## config.mk

```make
export PLATFORM = sky130hd
export DESIGN_NAME = audio_noise_gate
export DESIGN_NICKNAME = d
export VERILOG_FILES = /design/src/rtl/ang_pkg.sv /design/src/rtl/audio_noise_gate.sv /design/src/rtl/ang_csr.sv /design/src/rtl/ang_gate.sv /design/src/rtl/ang_scale.sv
export VERILOG_INCLUDE_DIRS = /design/src /design/src/rtl
export SDC_FILE = /design/constraint.sdc
export NUM_CORES = 1
export LEC_CHECK = 0
export BUFFER_PORTS_ARGS = -buffer_cell sky130_fd_sc_hd__buf_2
export CORE_ASPECT_RATIO = 1.1
export CORE_MARGIN = 1
export CORE_UTILIZATION = 45
export CTS_BUF_LIST = sky130_fd_sc_hd__clkbuf_4
export DETAILED_ROUTE_END_ITERATION = 10
export SKIP_CTS_REPAIR_TIMING = 1
export SLEW_MARGIN = 30
export SYNTH_ARGS = -nofsm -noshare
export SYNTH_HDL_FRONTEND = slang
export SYNTH_SLANG_ARGS = --single-unit
```

## constraint.sdc

```tcl
create_clock -name clock -period 7.5 [get_ports clock]
set_input_delay 0.75 -clock clock [delete_from_list [all_inputs] [get_ports clock]]
set_output_delay 0.75 -clock clock [all_outputs]
set_load 0.01 [all_outputs]
```

## src/rtl/assert_macros.svh

```systemverilog
// ----------------------------------------------------------------------------
// Assertion macros
// Shared wrappers for the concurrent assertions of the noise gate.
// ----------------------------------------------------------------------------
`ifndef ASSERT_MACROS_SVH
`define ASSERT_MACROS_SVH

// Checked on every rising clock edge outside of reset.
`define ASSERT_CLK(lbl, prop, msg) \
   lbl: assert property (@(posedge clock) disable iff (reset) prop) else $error(msg);

// Checked on every rising clock edge, reset included.
`define ASSERT_ALWAYS(lbl, prop, msg) \
   lbl: assert property (@(posedge clock) prop) else $error(msg);

`endif

```

## src/rtl/ang_pkg.sv

```systemverilog
// ----------------------------------------------------------------------------
// Noise gate package
// Widths, register indexes, reset values and shared types of the noise gate.
// ----------------------------------------------------------------------------
`default_nettype none

package ang_pkg;

   localparam int SAMPLE_WIDTH       = 16;
   localparam int HOLD_COUNT_WIDTH   = 25;
   localparam int GAIN_WIDTH         = 16;
   localparam int GAIN_FRAC          = 15;
   localparam int THRESH_WIDTH       = 16;
   localparam int STEP_WIDTH         = 16;
   localparam int HOLD_SAMPLES_WIDTH = 24;
   localparam int CSR_DATA_WIDTH     = 24;
   localparam int CSR_INDEX_WIDTH    = 3;

   // Widths used for the magnitude and hold comparisons and for the gain product.
   localparam int CMP_WIDTH      = (SAMPLE_WIDTH > THRESH_WIDTH) ? SAMPLE_WIDTH : THRESH_WIDTH;
   localparam int HOLD_CMP_WIDTH = (HOLD_COUNT_WIDTH > HOLD_SAMPLES_WIDTH) ?
                                   HOLD_COUNT_WIDTH : HOLD_SAMPLES_WIDTH;
   localparam int PROD_WIDTH     = SAMPLE_WIDTH + GAIN_WIDTH + 1;

   localparam logic [GAIN_WIDTH-1:0] GAIN_ONE = GAIN_WIDTH'(1 << GAIN_FRAC);

   localparam logic [CSR_INDEX_WIDTH-1:0] CSR_OPEN_THRESHOLD  = CSR_INDEX_WIDTH'(0);
   localparam logic [CSR_INDEX_WIDTH-1:0] CSR_CLOSE_THRESHOLD = CSR_INDEX_WIDTH'(1);
   localparam logic [CSR_INDEX_WIDTH-1:0] CSR_ATTACK_STEP     = CSR_INDEX_WIDTH'(2);
   localparam logic [CSR_INDEX_WIDTH-1:0] CSR_RELEASE_STEP    = CSR_INDEX_WIDTH'(3);
   localparam logic [CSR_INDEX_WIDTH-1:0] CSR_HOLD_SAMPLES    = CSR_INDEX_WIDTH'(4);

   typedef enum logic [1:0] {
      PH_CLOSED  = 2'd0,
      PH_OPEN    = 2'd1,
      PH_HOLD    = 2'd2,
      PH_RELEASE = 2'd3
   } gate_state_type;

   typedef struct packed {
      logic [THRESH_WIDTH-1:0]       open_threshold;
      logic [THRESH_WIDTH-1:0]       close_threshold;
      logic [STEP_WIDTH-1:0]         attack_step;
      logic [STEP_WIDTH-1:0]         release_step;
      logic [HOLD_SAMPLES_WIDTH-1:0] hold_samples;
   } cfg_type;

   localparam cfg_type CFG_RESET = '{
      open_threshold:  THRESH_WIDTH'(1),
      close_threshold: THRESH_WIDTH'(1),
      attack_step:     STEP_WIDTH'(68),
      release_step:    STEP_WIDTH'(68),
      hold_samples:    HOLD_SAMPLES_WIDTH'(9600)
   };

   // Gate outcome of one sample, handed to the scaling stage.
   typedef struct packed {
      gate_state_type        phase;
      logic [GAIN_WIDTH-1:0] gain;
   } gate_out_type;

endpackage

`default_nettype wire

```

## src/rtl/audio_noise_gate.sv

```systemverilog
// Pipeline: a sample moves through the stage 0, stage 1 and output registers;
// the gate state update and the gain multiply each take one pipeline stage.
// Throughput: one sample per cycle, back to back, while rsp_stall is low.
// Reset: synchronous; the gate closes, the gain and hold count clear, the
// pipeline empties and the control registers take their default values.
// ----------------------------------------------------------------------------
// Audio noise gate
// Attack, hold and release gate on a signed sample stream with a Q1.15 gain.
// ----------------------------------------------------------------------------
`default_nettype none

`include "assert_macros.svh"

module audio_noise_gate
   import ang_pkg::*;
(
   input  wire logic                           clock,
   input  wire logic                           reset,
   input  wire logic                           req_valid,
   output logic                                req_stall,
   input  wire logic signed [SAMPLE_WIDTH-1:0] req_sample_in,
   output logic                                rsp_valid,
   input  wire logic                           rsp_stall,
   output logic signed [SAMPLE_WIDTH-1:0]      rsp_sample_out,
   output logic [1:0]                          rsp_gate_phase,
   input  wire logic                           csr_wen,
   input  wire logic [CSR_INDEX_WIDTH-1:0]     csr_index,
   input  wire logic [CSR_DATA_WIDTH-1:0]      csr_wdata
);

   cfg_type      cfg;
   gate_out_type gate_next;

   logic                           s0_valid_ff;
   logic                           s0_valid_in;
   logic signed [SAMPLE_WIDTH-1:0] s0_sample_ff;
   logic                           s1_valid_ff;
   logic                           s1_valid_in;
   logic signed [SAMPLE_WIDTH-1:0] s1_sample_ff;
   gate_out_type                   s1_gate_ff;
   logic                           rsp_valid_ff;
   logic                           rsp_valid_in;

   logic req_take;
   logic rsp_load;
   logic s1_free;
   logic s0_move;
   logic s0_free;

   // Each stage moves on when the stage after it is empty or emptying.
   assign rsp_load = !rsp_valid_ff || !rsp_stall;
   assign s1_free  = !s1_valid_ff || rsp_load;
   assign s0_move  = s0_valid_ff && s1_free;
   assign s0_free  = !s0_valid_ff || s1_free;
   assign req_take = req_valid && s0_free;

   assign s0_valid_in  = req_take || (s0_valid_ff && !s1_free);
   assign s1_valid_in  = s0_move || (s1_valid_ff && !rsp_load);
   assign rsp_valid_in = rsp_load ? s1_valid_ff : rsp_valid_ff;

   always_ff @(posedge clock) begin
      if (reset) begin
         s0_valid_ff  <= 1'b0;
         s1_valid_ff  <= 1'b0;
         rsp_valid_ff <= 1'b0;
      end else begin
         s0_valid_ff  <= s0_valid_in;
         s1_valid_ff  <= s1_valid_in;
         rsp_valid_ff <= rsp_valid_in;
      end
   end

   always_ff @(posedge clock) begin
      if (req_take) begin
         s0_sample_ff <= req_sample_in;
      end
      if (s0_move) begin
         s1_sample_ff <= s0_sample_ff;
         s1_gate_ff   <= gate_next;
      end
   end

   ang_csr u_csr (
      .clock     (clock),
      .reset     (reset),
      .csr_wen   (csr_wen),
      .csr_index (csr_index),
      .csr_wdata (csr_wdata),
      .cfg       (cfg)
   );

   ang_gate u_gate (
      .clock    (clock),
      .reset    (reset),
      .step     (s0_move),
      .sample   (s0_sample_ff),
      .cfg      (cfg),
      .gate_out (gate_next)
   );

   ang_scale u_scale (
      .clock      (clock),
      .load       (rsp_load && s1_valid_ff),
      .sample     (s1_sample_ff),
      .gate_out   (s1_gate_ff),
      .sample_out (rsp_sample_out),
      .gate_phase (rsp_gate_phase)
   );

   assign req_stall = !s0_free;
   assign rsp_valid = rsp_valid_ff;

   `ASSERT_CLK(a_stall_full, req_stall |-> s0_valid_ff, "input stalled with an empty stage")

endmodule

`default_nettype wire

```

## src/rtl/ang_csr.sv

```systemverilog
// ----------------------------------------------------------------------------
// Noise gate control registers
// Holds the thresholds, ramp steps and hold length written over the CSR port.
// ----------------------------------------------------------------------------
`default_nettype none

module ang_csr
   import ang_pkg::*;
(
   input  wire logic                       clock,
   input  wire logic                       reset,
   input  wire logic                       csr_wen,
   input  wire logic [CSR_INDEX_WIDTH-1:0] csr_index,
   input  wire logic [CSR_DATA_WIDTH-1:0]  csr_wdata,
   output cfg_type                         cfg
);

   cfg_type cfg_ff;
   cfg_type cfg_in;

   always_comb begin
      cfg_in = cfg_ff;
      if (csr_wen) begin
         case (csr_index)
            CSR_OPEN_THRESHOLD:  cfg_in.open_threshold  = csr_wdata[THRESH_WIDTH-1:0];
            CSR_CLOSE_THRESHOLD: cfg_in.close_threshold = csr_wdata[THRESH_WIDTH-1:0];
            CSR_ATTACK_STEP:     cfg_in.attack_step     = csr_wdata[STEP_WIDTH-1:0];
            CSR_RELEASE_STEP:    cfg_in.release_step    = csr_wdata[STEP_WIDTH-1:0];
            CSR_HOLD_SAMPLES:    cfg_in.hold_samples    = csr_wdata[HOLD_SAMPLES_WIDTH-1:0];
            default:             cfg_in = cfg_ff;
         endcase
      end
   end

   always_ff @(posedge clock) begin
      if (reset) begin
         cfg_ff <= CFG_RESET;
      end else begin
         cfg_ff <= cfg_in;
      end
   end

   assign cfg = cfg_ff;

endmodule

`default_nettype wire

```

## src/rtl/ang_gate.sv

```systemverilog
// ----------------------------------------------------------------------------
// Noise gate state machine
// Tracks the gate phase, the Q1.15 gain and the hold counter, one sample a step.
// ----------------------------------------------------------------------------
`default_nettype none

`include "assert_macros.svh"

module ang_gate
   import ang_pkg::*;
(
   input  wire logic                           clock,
   input  wire logic                           reset,
   input  wire logic                           step,
   input  wire logic signed [SAMPLE_WIDTH-1:0] sample,
   input  wire cfg_type                        cfg,
   output gate_out_type                        gate_out
);

   gate_state_type              state_ff;
   gate_state_type              state_in;
   logic [GAIN_WIDTH-1:0]       gain_ff;
   logic [GAIN_WIDTH-1:0]       gain_in;
   logic [HOLD_COUNT_WIDTH-1:0] hold_ff;
   logic [HOLD_COUNT_WIDTH-1:0] hold_in;

   logic [SAMPLE_WIDTH-1:0] mag;
   logic                    above_open;
   logic                    below_close;
   logic                    hold_done;
   logic [GAIN_WIDTH:0]     attack_sum;

   // The full-scale negative sample maps to 2^(SAMPLE_WIDTH-1), which fits unsigned.
   assign mag         = sample[SAMPLE_WIDTH-1] ? (~sample + 1'b1) : sample;
   assign above_open  = CMP_WIDTH'(mag) > CMP_WIDTH'(cfg.open_threshold);
   assign below_close = CMP_WIDTH'(mag) < CMP_WIDTH'(cfg.close_threshold);
   assign hold_done   = HOLD_CMP_WIDTH'(hold_ff) > HOLD_CMP_WIDTH'(cfg.hold_samples);
   assign attack_sum  = {1'b0, gain_ff} + (GAIN_WIDTH + 1)'(cfg.attack_step);

   always_comb begin
      state_in = state_ff;
      gain_in  = gain_ff;
      hold_in  = hold_ff;
      if (step) begin
         case (state_ff)
            PH_CLOSED: begin
               if (above_open) begin
                  state_in = PH_OPEN;
               end
            end
            PH_OPEN: begin
               if (below_close) begin
                  hold_in  = '0;
                  state_in = PH_HOLD;
               end else if (gain_ff < GAIN_ONE) begin
                  gain_in = (attack_sum > {1'b0, GAIN_ONE}) ? GAIN_ONE
                                                            : attack_sum[GAIN_WIDTH-1:0];
               end
            end
            PH_HOLD: begin
               if (above_open) begin
                  state_in = PH_OPEN;
               end else begin
                  // The counter sticks at all ones; the test uses the value before the step.
                  if (hold_ff != '1) begin
                     hold_in = hold_ff + 1'b1;
                  end
                  if (hold_done) begin
                     state_in = PH_RELEASE;
                  end
               end
            end
            PH_RELEASE: begin
               if (gain_ff != '0) begin
                  gain_in = (gain_ff > cfg.release_step) ? (gain_ff - cfg.release_step) : '0;
               end else begin
                  state_in = PH_CLOSED;
               end
            end
            default: begin
               state_in = PH_CLOSED;
            end
         endcase
      end
   end

   always_ff @(posedge clock) begin
      if (reset) begin
         state_ff <= PH_CLOSED;
         gain_ff  <= '0;
         hold_ff  <= '0;
      end else begin
         state_ff <= state_in;
         gain_ff  <= gain_in;
         hold_ff  <= hold_in;
      end
   end

   assign gate_out.phase = state_in;
   assign gate_out.gain  = gain_in;

   `ASSERT_CLK(a_gain_limit, gain_ff <= GAIN_ONE, "gain above unity")
   `ASSERT_CLK(a_closed_mute, (state_ff == PH_CLOSED) |-> (gain_ff == '0),
               "closed gate with nonzero gain")
   `ASSERT_CLK(a_idle_hold, !step |=> ($stable(gain_ff) && $stable(state_ff)),
               "gate state changed without a sample")

endmodule

`default_nettype wire

```

## src/rtl/ang_scale.sv

```systemverilog
// ----------------------------------------------------------------------------
// Noise gate output scaling
// Multiplies the sample by the Q1.15 gain and registers the result transaction.
// ----------------------------------------------------------------------------
`default_nettype none

module ang_scale
   import ang_pkg::*;
(
   input  wire logic                           clock,
   input  wire logic                           load,
   input  wire logic signed [SAMPLE_WIDTH-1:0] sample,
   input  wire gate_out_type                   gate_out,
   output logic signed [SAMPLE_WIDTH-1:0]      sample_out,
   output logic [1:0]                          gate_phase
);

   logic signed [PROD_WIDTH-1:0]   prod;
   logic signed [SAMPLE_WIDTH-1:0] sample_out_ff;
   logic signed [SAMPLE_WIDTH-1:0] sample_out_in;
   logic [1:0]                     gate_phase_ff;

   // Taking bits above the fraction of the two's complement product is a floor division.
   assign prod          = PROD_WIDTH'(sample) * PROD_WIDTH'($signed({1'b0, gate_out.gain}));
   assign sample_out_in = prod[GAIN_FRAC+SAMPLE_WIDTH-1:GAIN_FRAC];

   always_ff @(posedge clock) begin
      if (load) begin
         sample_out_ff <= sample_out_in;
         gate_phase_ff <= gate_out.phase;
      end
   end

   assign sample_out = sample_out_ff;
   assign gate_phase = gate_phase_ff;

endmodule

`default_nettype wire

```

# Word level (Yosys, flattened, before mapping)
# Index checks and enable logic that the tools add are counted.
dict set report word_totals {
  regBits 202
  input_bits 48
  wordCells 86
}
dict set report classes {
  addsub 4
  mul 1
  magnitude_cmp 6
  n_eq_ne 11
  n_mux 19
  bitwise 1
  n_reduce_logical 27
}
# cell count
set ops {}
lappend ops {{two-way mux 16 bit} 7}
lappend ops {{two-way mux 25 bit} 3}
lappend ops {{case mux 25 bit (2 select lines)} 1}
lappend ops {{greater-than comparator 16 bit} 2}
lappend ops {{case mux 16 bit (2 select lines)} 1}
lappend ops {{multiplier 16 x 17 -> 31 bit} 1}
lappend ops {{adder 25 x 1 -> 25 bit (second input constant)} 1}
lappend ops {{greater-than comparator 25 x 24 -> 1 bit} 1}
lappend ops {{inequality test 25 bit (second input constant)} 1}
lappend ops {{adder 16 x 16 -> 17 bit} 1}
lappend ops {{greater-than comparator 17 x 16 -> 1 bit (second input constant)} 1}
lappend ops {{adder 16 x 1 -> 16 bit (second input constant)} 1}
lappend ops {{less-than comparator 16 bit} 1}
lappend ops {{less-than comparator 16 bit (second input constant)} 1}
lappend ops {{inverter 16 bit} 1}
lappend ops {{nonzero test 16 bit} 1}
lappend ops {{subtractor 16 bit} 1}
lappend ops {{two-way mux 2 bit} 6}
lappend ops {{AND reduction 2 bit} 5}
lappend ops {{case mux 2 bit (4 select lines)} 1}
lappend ops {{logical NOT 1 bit} 7}
lappend ops {{equality test 3 x 2 -> 1 bit (second input constant)} 2}
lappend ops {{logical AND 1 bit} 5}
lappend ops {{logical OR 1 bit} 5}
lappend ops {{other kinds (10)} 12}

# Depth between registers and ports, before layout
# Gate-level depths: netlist of run 1.
dict set report logic_depth {
  depth_word 7
  mapped_depth 23
  mapped_depth_nobuf 22
}

# Hierarchy
# From an unflattened synthesis of run 1, not the netlist that was laid out.
dict set report hier_totals {
  hier_cells 2163
  hier_area_um2 19946.6
}
# mod instances cells_per_inst area_per_inst_um2
set modules_own_cells {}
lappend modules_own_cells {ang_scale 1 957 8767.2}
lappend modules_own_cells {ang_gate 1 815 6007.0}
lappend modules_own_cells {ang_csr 1 326 3549.7}
lappend modules_own_cells {audio_noise_gate 1 65 1622.8}

# Worst setup path before layout of run 1
# Ideal clock, no wire load.
dict set report synth_path {
  path_type {reg2reg}
  start {register s1_sample_ff[6]}
  end {register u_scale.sample_out_ff[15], in the netlist u_scale.sample_out[15] (data pin)}
  setup_time_ps 271
  arrival_ps 6053
  required_ps 7229
  setup_slack_ps 1176
  path_stages_with_launch 22
  path_buffers 1
  cell_sequence {edfxtp_1 > clkbuf_1 > and2_1 > fa_1 > inv_1 > fa_1 > fa_1 > inv_1 > fa_1 > fa_1 > inv_1 > fa_1 > inv_1 > ha_1 > a2111o_1 > o21ai_0 > nand3_1 > o31a_1 > o211ai_2 > nor2_1 > a2111oi_0 > xnor2_1}
}
dict set report synth_between {
  elab_chain_cells 1
}
# item line_no
set synth_lines {}
lappend synth_lines {{from (decl)} audio_noise_gate.sv:39} ;# logic signed [SAMPLE_WIDTH-1:0] s1_sample_ff;
lappend synth_lines {{from (signal assigned)} audio_noise_gate.sv:78} ;# s1_sample_ff <= s0_sample_ff;
lappend synth_lines {{multiplier 16 x 17 -> 31 bit} ang_scale.sv:24} ;# assign prod = PROD_WIDTH'(sample) * PROD_WIDTH'($signed({1'b0, gate_out.gain}));
lappend synth_lines {{via u_scale.prod[30]} ang_scale.sv:18} ;# logic signed [PROD_WIDTH-1:0] prod;
lappend synth_lines {{to (signal assigned)} ang_scale.sv:29} ;# sample_out_ff <= sample_out_in;
lappend synth_lines {{to (decl)} ang_scale.sv:19} ;# logic signed [SAMPLE_WIDTH-1:0] sample_out_ff;
# The timed path passes the listed nets, and every way through them passes these cells.
# A chain may end at the register's enable or synchronous reset.

# Worst setup path after layout of run 1
dict set report layout_path {
  start {register s1_gate_ff[7] (netlist name)}
  end {register u_scale.sample_out_ff[15], in the netlist u_scale.sample_out[15] (data pin)}
}
dict set report layout_between {
  elab_chain_cells 1
}
# item line_no
set layout_lines {}
lappend layout_lines {{from (decl)} audio_noise_gate.sv:40} ;# gate_out_type s1_gate_ff;
lappend layout_lines {{from (signal assigned)} audio_noise_gate.sv:79} ;# s1_gate_ff <= gate_next;
lappend layout_lines {{multiplier 16 x 17 -> 31 bit} ang_scale.sv:24}
lappend layout_lines {{via u_scale.prod[30]} ang_scale.sv:18}
# The timed path passes the listed nets, and every way through them passes these cells.

==> results.sh, run 1 <==
export IMPL_outcome="complete, no violations"
export IMPL_grt_ovfl_total=0
export IMPL_cts_buffers=57
export IMPL_die_height_um=217.4
export IMPL_crit_buf_inv=4
export IMPL_first_global_vias=15260
export IMPL_avgRoutedWirePerCell_um=16.99
export IMPL_timing_critical_path_depth=20
export IMPL_synth_most_common_cell="nand2_1"
export IMPL_synth_top_family_by_area="adder cells"
export IMPL_dieArea_mm2=0.04300
export IMPL_synthDistinctLibCells=76
export IMPL_clock_sinks=202
export IMPL_antenna_found_initial=3
export IMPL_max_stage_delay_ns=0.64
export IMPL_dp_hpwl_mm=37.72
export IMPL_path_delay_family="adder cells"
export IMPL_hold_viol=0
export IMPL_netlist_area_leader_share_pct=20.57
export IMPL_clockBufferDepth=3
export IMPL_cts_tree="built"
export IMPL_via_per_inst=5.249
export IMPL_fin_nets=2637
export IMPL_num_vias=14720
export IMPL_syn_nets=2581
export IMPL_drc=0
export IMPL_htree_levels=2
export IMPL_rows=78
export IMPL_hold_end="s0_sample_ff[7]"
export IMPL_power_density_mw_per_mm2=234.7
export IMPL_cts_root_buf="clkbuf_4"
export IMPL_port_buffers=67
export IMPL_drtIter0Drc=734
export IMPL_grt_max_degree=69
export IMPL_ys_ff_latch=202
export IMPL_tightest_slew_ns=0.8672
export IMPL_start_util_pct=45.86
export IMPL_ys_warn_count=0
export IMPL_crit_path_end_kind="flop"
export IMPL_synth_area_mm2=0.01898
export IMPL_maxCapViolCount=0
export IMPL_fin_skew_ns=0.06634
export IMPL_hold_start="req_sample_in[7]"
export IMPL_antenna_left=0
export IMPL_insertion_delay_ns=0.78
export IMPL_period_minus_slack_ns=7.032
export IMPL_yosysSeqAreaShare_pct=24.89
export IMPL_synth_mux_area_share_pct=0.3165
export IMPL_cp_common_cell="fa_1"
export IMPL_grt_pass1_wl_mm=78.70
export IMPL_firstDrtPassIters=5
export IMPL_path_max_fanout=16
export IMPL_relSlewSlack_pct=41.97
export IMPL_wirelength_mm=47.63
export IMPL_drive_above_1_share_pct=8.571
export IMPL_synth_xor_area_share_pct=3.415
export IMPL_grt_usage_pct=23.28
export IMPL_path_class="reg -> reg"
export IMPL_synth_compound_area_share_pct=11.27
export IMPL_die_w_um=197.8
export IMPL_critPathSlowestCell="edfxtp_1"
export IMPL_holdCritPathClass="in -> reg"
export IMPL_syn_avg_cell_area_um2=8.864
export IMPL_r2r_end="u_scale.sample_out[15]"
export IMPL_r2r_setup_slack_ns=0.47
export IMPL_fin_util_pct=49.65
export IMPL_start_kind="flop"
export IMPL_p_leak_nw=9.313
export IMPL_coreArea_mm2=0.04138
export IMPL_rsz0062_at_grt="false"
export IMPL_final_max_slew_viol_count=0
export IMPL_syn_to_final_growth_pct=8.261
export IMPL_fin_setup_tns_ns=0
export IMPL_place_congestion=0.8787
export IMPL_whs_path_depth=1
export IMPL_path_cells="and2_1 -> fa_1 -> inv_1 -> fa_1 -> fa_1 -> inv_1 -> fa_1 -> fa_1 -> inv_1 -> fa_1 -> inv_1 -> ha_1 -> a2111o_1 -> o21ai_0 -> nand3_1 -> o31a_1 -> o211ai_2 -> nor2_1 -> a2111oi_0 -> xnor2_1"
export IMPL_crit_arrival_ns=7.55
export IMPL_synthTopCellsByCount="nand2_1 (335), inv_1 (323), ha_1 (197), fa_1 (195), a21oi_1 (145)"
export IMPL_irDropWorstVdd_mv=0.2102
export IMPL_reg2regPathDepth=20
export IMPL_synth_top_area_cell="fa_1"
export IMPL_worstReg2RegStart="s1_gate_ff[7]"
export IMPL_synthAdderAreaFrac_pct=33.56
export IMPL_synthSimpleGateAreaFrac_pct=18.48
export IMPL_min_period_over_period_pct=93.75
export IMPL_setup_viol=0
export IMPL_ys_top_cells_by_area="fa_1 (21%), dfxtp_1 (14%), ha_1 (13%), edfxtp_1 (11%), nand2_1 (6.6%)"
export IMPL_fmax_ghz=0.1422
export IMPL_ios=68
export IMPL_synthArstFlopShare_pct=0
export IMPL_postSynthCellCount=2141
export IMPL_synth_edf_count=68
export IMPL_cp_data_required_time_ns=8.01
export IMPL_synth_ff_type="dfxtp_1"
export IMPL_clk_pin_slew_ns=0.06
registers in the layout, indices dropped and copies added, names as in the netlist:
| signal | flops |
|---|---|
| rsp_valid | 1 |
| s0_sample_ff | 16 |
| s0_valid_ff | 1 |
| s1_gate_ff | 18 |
| s1_sample_ff | 16 |
| s1_valid_ff | 1 |
| u_csr.cfg | 88 |
| u_gate.gain_ff | 16 |
| u_gate.hold_ff | 25 |
| u_gate.state_ff | 2 |
| u_scale.gate_phase | 2 |
| u_scale.sample_out | 16 |
routing by layer:
layer  wire length [um]  track usage [%]  share of wire, %
met1              21010            30.29                44
met2              23050            39.40                48
met3               2322            3.828               4.9
met4               1242            7.261               2.6
met5                  0                0                 0
layout by cell type, fill, tap and decap left out, types with 7 or more instances in the layout:
cell type	netlist	routed
and3_1	20	19
and2_1	138	138
clkinv_2	0	8
a211oi_1	7	7
dfxtp_1	134	134
ha_1	197	197
buf_4	1	10
nand4_1	30	30
xor2_1	31	31
clkinv_1	0	12
a21o_1	20	20
o211ai_1	14	14
nand2_1	335	335
o21ai_0	45	45
fa_1	195	195
o21a_1	16	16
clkbuf_4	0	78
xnor2_1	43	43
buf_2	3	67
a21oi_1	145	145
nor2b_1	12	11
edfxtp_1	68	68
nand3_1	26	26
o31ai_1	11	11
nor2_1	96	95
nor4_1	12	12
inv_1	323	321
nor3_1	14	14
nand2b_1	21	21
worst max-delay path by stage:
| stage | to | slack, ns | from |
|---|---|---|---|
| 2_1_floorplan | u_scale.sample_out[15] | 1.18 | s1_sample_ff[6] |
| 3_3_place_gp | u_scale.sample_out[15] | 0.56 | s1_gate_ff[7] |
| 3_5_place_dp | u_scale.sample_out[15] | 0.45 | s1_gate_ff[7] |
| 4_1_cts | u_scale.sample_out[15] | 0.45 | s1_gate_ff[7] |
| 5_1_grt | u_scale.sample_out[15] | 0.19 | s1_gate_ff[7] |
| 6_report | u_scale.sample_out[15] | 0.47 | s1_gate_ff[7] |
final cells by class:
cell class / instances / area [um^2]
flip-flops and latches: 202 / 4725
multi-input cells: 1535 / 12740
clock buffers: 78 / 585.6
clock inverters: 24 / 161.4
well taps: 560 / 700.7
inverters: 324 / 1216
repair buffers: 77 / 410.4
diodes: 4 / 10.01
fillers: 4102 / 20830
stage by stage:
step / instance area, um^2 / std cells / worst slack (ns) / hold WS [ns] / power [mW]
3_5_place_dp: 19790 / 2698 / 0.4468 / 0.4467 / 3.824
2_1_floorplan: 18980 / 2141 / 1.176 / 0.4003 / 3.226
5_1_grt: 20550 / 2804 / 0.1915 / 0.07975 / 5.311
6_report: 20550 / 2804 / 0.4684 / 0.1507 / 4.823
3_3_place_gp: 19780 / 2698 / 0.5647 / 0.4422 / 3.758
4_1_cts: 20530 / 2800 / 0.4477 / 0.08150 / 4.916
worst register-to-register path, cell delays in order, from the launching register on:
cell and delay [ns]:
edfxtp_1 0.64, and2_1 0.30, fa_1 0.53, inv_1 0.05, fa_1 0.50, fa_1 0.51, inv_1 0.05, fa_1 0.47
fa_1 0.55, inv_1 0.05, fa_1 0.53, inv_1 0.05, ha_1 0.31, a2111o_1 0.42, o21ai_0 0.15, nand3_1 0.26
o31a_1 0.37, o211ai_2 0.31, nor2_1 0.09, a2111oi_0 0.50, xnor2_1 0.13
power by group:
part | internal [mW] | leakage, nW | switching [mW]
clock | 0.554 | 0.442 | 0.500
sequential | 1.30 | 1.73 | 0.0596
combinational | 1.06 | 7.14 | 1.35
cells by family after synthesis:
family / count (synthesis)
AOI/OAI and AO/OA: 328
xor gates and xnor gates: 74
adders and majority gates: 392
buffers and inverters: 404
DFF: 202
muxes: 6
and+or+nand+nor: 735
(Power assumes the default switching activity.)
==> run 2: changes to the inputs <==
--- a/config.mk
+++ b/config.mk
@@ -6,14 +6,16 @@
 export SDC_FILE = /design/constraint.sdc
 export NUM_CORES = 1
 export LEC_CHECK = 0
-export BUFFER_PORTS_ARGS = -buffer_cell sky130_fd_sc_hd__buf_2
+export ABC_CLOCK_PERIOD_IN_PS = 7500
 export CORE_ASPECT_RATIO = 1.1
 export CORE_MARGIN = 1
 export CORE_UTILIZATION = 45
 export CTS_BUF_LIST = sky130_fd_sc_hd__clkbuf_4
 export DETAILED_ROUTE_END_ITERATION = 10
+export DONT_BUFFER_PORTS = 1
 export SKIP_CTS_REPAIR_TIMING = 1
 export SLEW_MARGIN = 30
 export SYNTH_ARGS = -nofsm -noshare
 export SYNTH_HDL_FRONTEND = slang
 export SYNTH_SLANG_ARGS = --single-unit
+export TNS_END_PERCENT = 20
==> results.sh, run 2 (synthesized netlist as in run 1, its figures left out) <==
export IMPL_grt_usage_pct=23.29
export IMPL_outcome="complete, no violations"
export IMPL_irDropWorstVdd_mv=0.2241
export IMPL_combPwrFrac_pct=48.7
export IMPL_r2r_end="u_scale.sample_out[15]"
export IMPL_p_leak_nw=9.109
export IMPL_largest_register_ffs=88
export IMPL_tightest_slew_ns=0.9037
export IMPL_path_delay_family="adder cells"
export IMPL_endpoint="u_scale.sample_out[15]"
export IMPL_start_kind="flop"
export IMPL_reg2regPathDepth=20
export IMPL_hold_viol=0
export IMPL_path_cells="and2_1 -> fa_1 -> inv_1 -> fa_1 -> fa_1 -> inv_1 -> fa_1 -> fa_1 -> inv_1 -> fa_1 -> inv_1 -> ha_1 -> a2111o_1 -> o21ai_0 -> nand3_1 -> o31a_1 -> o211ai_2 -> nor2_1 -> a2111oi_0 -> xnor2_1"
export IMPL_setup_viol=0
export IMPL_switchingPower_mw=1.888
export IMPL_num_vias=14510
export IMPL_p_seq_share_pct=29.2
export IMPL_finalWorstSetupSlack_ns=0.5084
export IMPL_place_area_mm2=0.01947
export IMPL_crit_buf_inv=4
export IMPL_path_class="reg -> reg"
export IMPL_holdCritPathClass="in -> reg"
export IMPL_dieArea_mm2=0.04300
export IMPL_avgRoutedWirePerCell_um=17.64
export IMPL_fmax_ghz=0.1430
export IMPL_maxCapViolCount=0
export IMPL_fin_nets=2585
export IMPL_syn_to_final_growth_pct=7.232
export IMPL_crit_path_end_kind="flop"
export IMPL_drtIter0Drc=794
export IMPL_total_power_mw=4.757
export IMPL_cts_root_buf="clkbuf_4"
export IMPL_rsz0062_at_grt="false"
export IMPL_crit_arrival_ns=7.54
export IMPL_finalInstanceArea_mm2=0.02035
export IMPL_insertion_delay_ns=0.81
export IMPL_final_max_slew_viol_count=0
export IMPL_r2r_setup_slack_ns=0.51
export IMPL_drc=0
export IMPL_ios=68
export IMPL_p_sw_share_pct=39.69
export IMPL_fin_setup_tns_ns=0
export IMPL_coreArea_mm2=0.04138
export IMPL_rows=78
export IMPL_dp_hpwl_mm=37.61
export IMPL_relSlewSlack_pct=39.69
export IMPL_clockBufferDepth=3
export IMPL_critPathSlowestCell="edfxtp_1"
export IMPL_cts_buffers=55
export IMPL_place_inst=2634
export IMPL_clk_pin_slew_ns=0.07
export IMPL_port_buffers=0
export IMPL_grt_pass1_wl_mm=78.08
export IMPL_fin_skew_ns=0.06934
export IMPL_power_density_mw_per_mm2=233.7
export IMPL_grt_max_degree=89
export IMPL_final_common_cell="nand2_1"
export IMPL_start_util_pct=45.86
export IMPL_firstDrtPassIters=5
export IMPL_clock_sinks=202
export IMPL_path_max_fanout=16
export IMPL_wirelength_mm=48.46
export IMPL_clockPowerShare_pct=22.1
export IMPL_grt_ovfl_total=0
export IMPL_cp_common_cell="fa_1"
export IMPL_via_per_inst=5.281
export IMPL_timing_critical_path_depth=20
export IMPL_cts_tree="built"
export IMPL_fin_cells=2748
export IMPL_final_cell_mix="nand2_1 (335), inv_1 (322), ha_1 (197), fa_1 (195), a21oi_1 (145)"
export IMPL_max_stage_delay_ns=0.66
export IMPL_first_global_vias=14610
export IMPL_whs_path_depth=1
export IMPL_period_minus_slack_ns=6.992
export IMPL_place_congestion=0.8970
export IMPL_antenna_left=0
export IMPL_p_int_mw=2.869
export IMPL_cp_data_required_time_ns=8.05
export IMPL_htree_levels=2
export IMPL_worstReg2RegStart="s1_gate_ff[7]"
export IMPL_pre_cts_slack_ns=0.3951
export IMPL_min_period_over_period_pct=93.22
export IMPL_drive_above_1_share_pct=5.721
export IMPL_antenna_found_initial=3
export IMPL_die_w_um=197.8
export IMPL_cp_startpoint="s1_gate_ff[7]"
export IMPL_fillers=4032
export IMPL_die_height_um=217.4
-- run 2: changes by cell type in the layout (fill, tap and decap cells not counted), moves of 2 or more --
cell,change
buf_2,-67
buf_4,+3
clkbuf_4,-3
clkinv_1,-2
dlygate4sd3_1,+13
inv_6,+2
-- run 2: stage by stage --
stage | utilization, % | hold WS, ns
floorplan | - | 0.4003
global route | 49.18 | -0.003178
finish | 49.18 | 0.06042
detailed placement | 47.05 | 0.4198
CTS | 48.79 | -0.06206
global placement | 47.05 | 0.4081
-- run 2: how the worst min path moves through the flow --
stage | to | slack, ns | start
after floorplan | u_scale.gate_phase[0] | 0.40 | s1_gate_ff[16]
after global placement | u_scale.gate_phase[0] | 0.41 | s1_gate_ff[16]
after detailed placement | u_scale.gate_phase[1] | 0.42 | s1_gate_ff[17]
after CTS | u_csr.cfg[70] | -0.06 | reset
after global routing | u_csr.cfg[75] | -0.003 | reset
final | u_csr.cfg[37] | 0.06 | reset
-- run 2: per-layer routing --
layer  wire length (um)  global-route usage [%]
met5                 13                       0
met4                997                   6.331
met3               2922                   4.742
met2              23550                   39.24
met1              20980                   30.22
-- run 2: power groups by stage --
stage / Combinational (mW) / Sequential [mW] / Clock (mW)
final: 2.32 / 1.39 / 1.05
after global routing: 2.73 / 1.40 / 1.14
after CTS: 2.35 / 1.39 / 1.09
after detailed placement: 2.33 / 1.41 / 0
after global placement: 2.28 / 1.41 / 0
after floorplan: 1.85 / 1.37 / 0
-- run 2: final cells by class --
| type | instances | area [um^2] | area share, % |
|---|---|---|---|
| Timing Repair Buffer | 27 | 247.7 | 1.217 |
| Antenna cell | 3 | 7.507 | 0.03689 |
| Inverter | 324 | 1216 | 5.976 |
| Sequential cell | 202 | 4725 | 23.22 |
| Multi-Input combinational cell | 1535 | 12730 | 62.56 |
| Tap cell | 560 | 700.7 | 3.443 |
| Clock inverter | 22 | 158.9 | 0.7808 |
| Clock buffer | 75 | 563.0 | 2.767 |
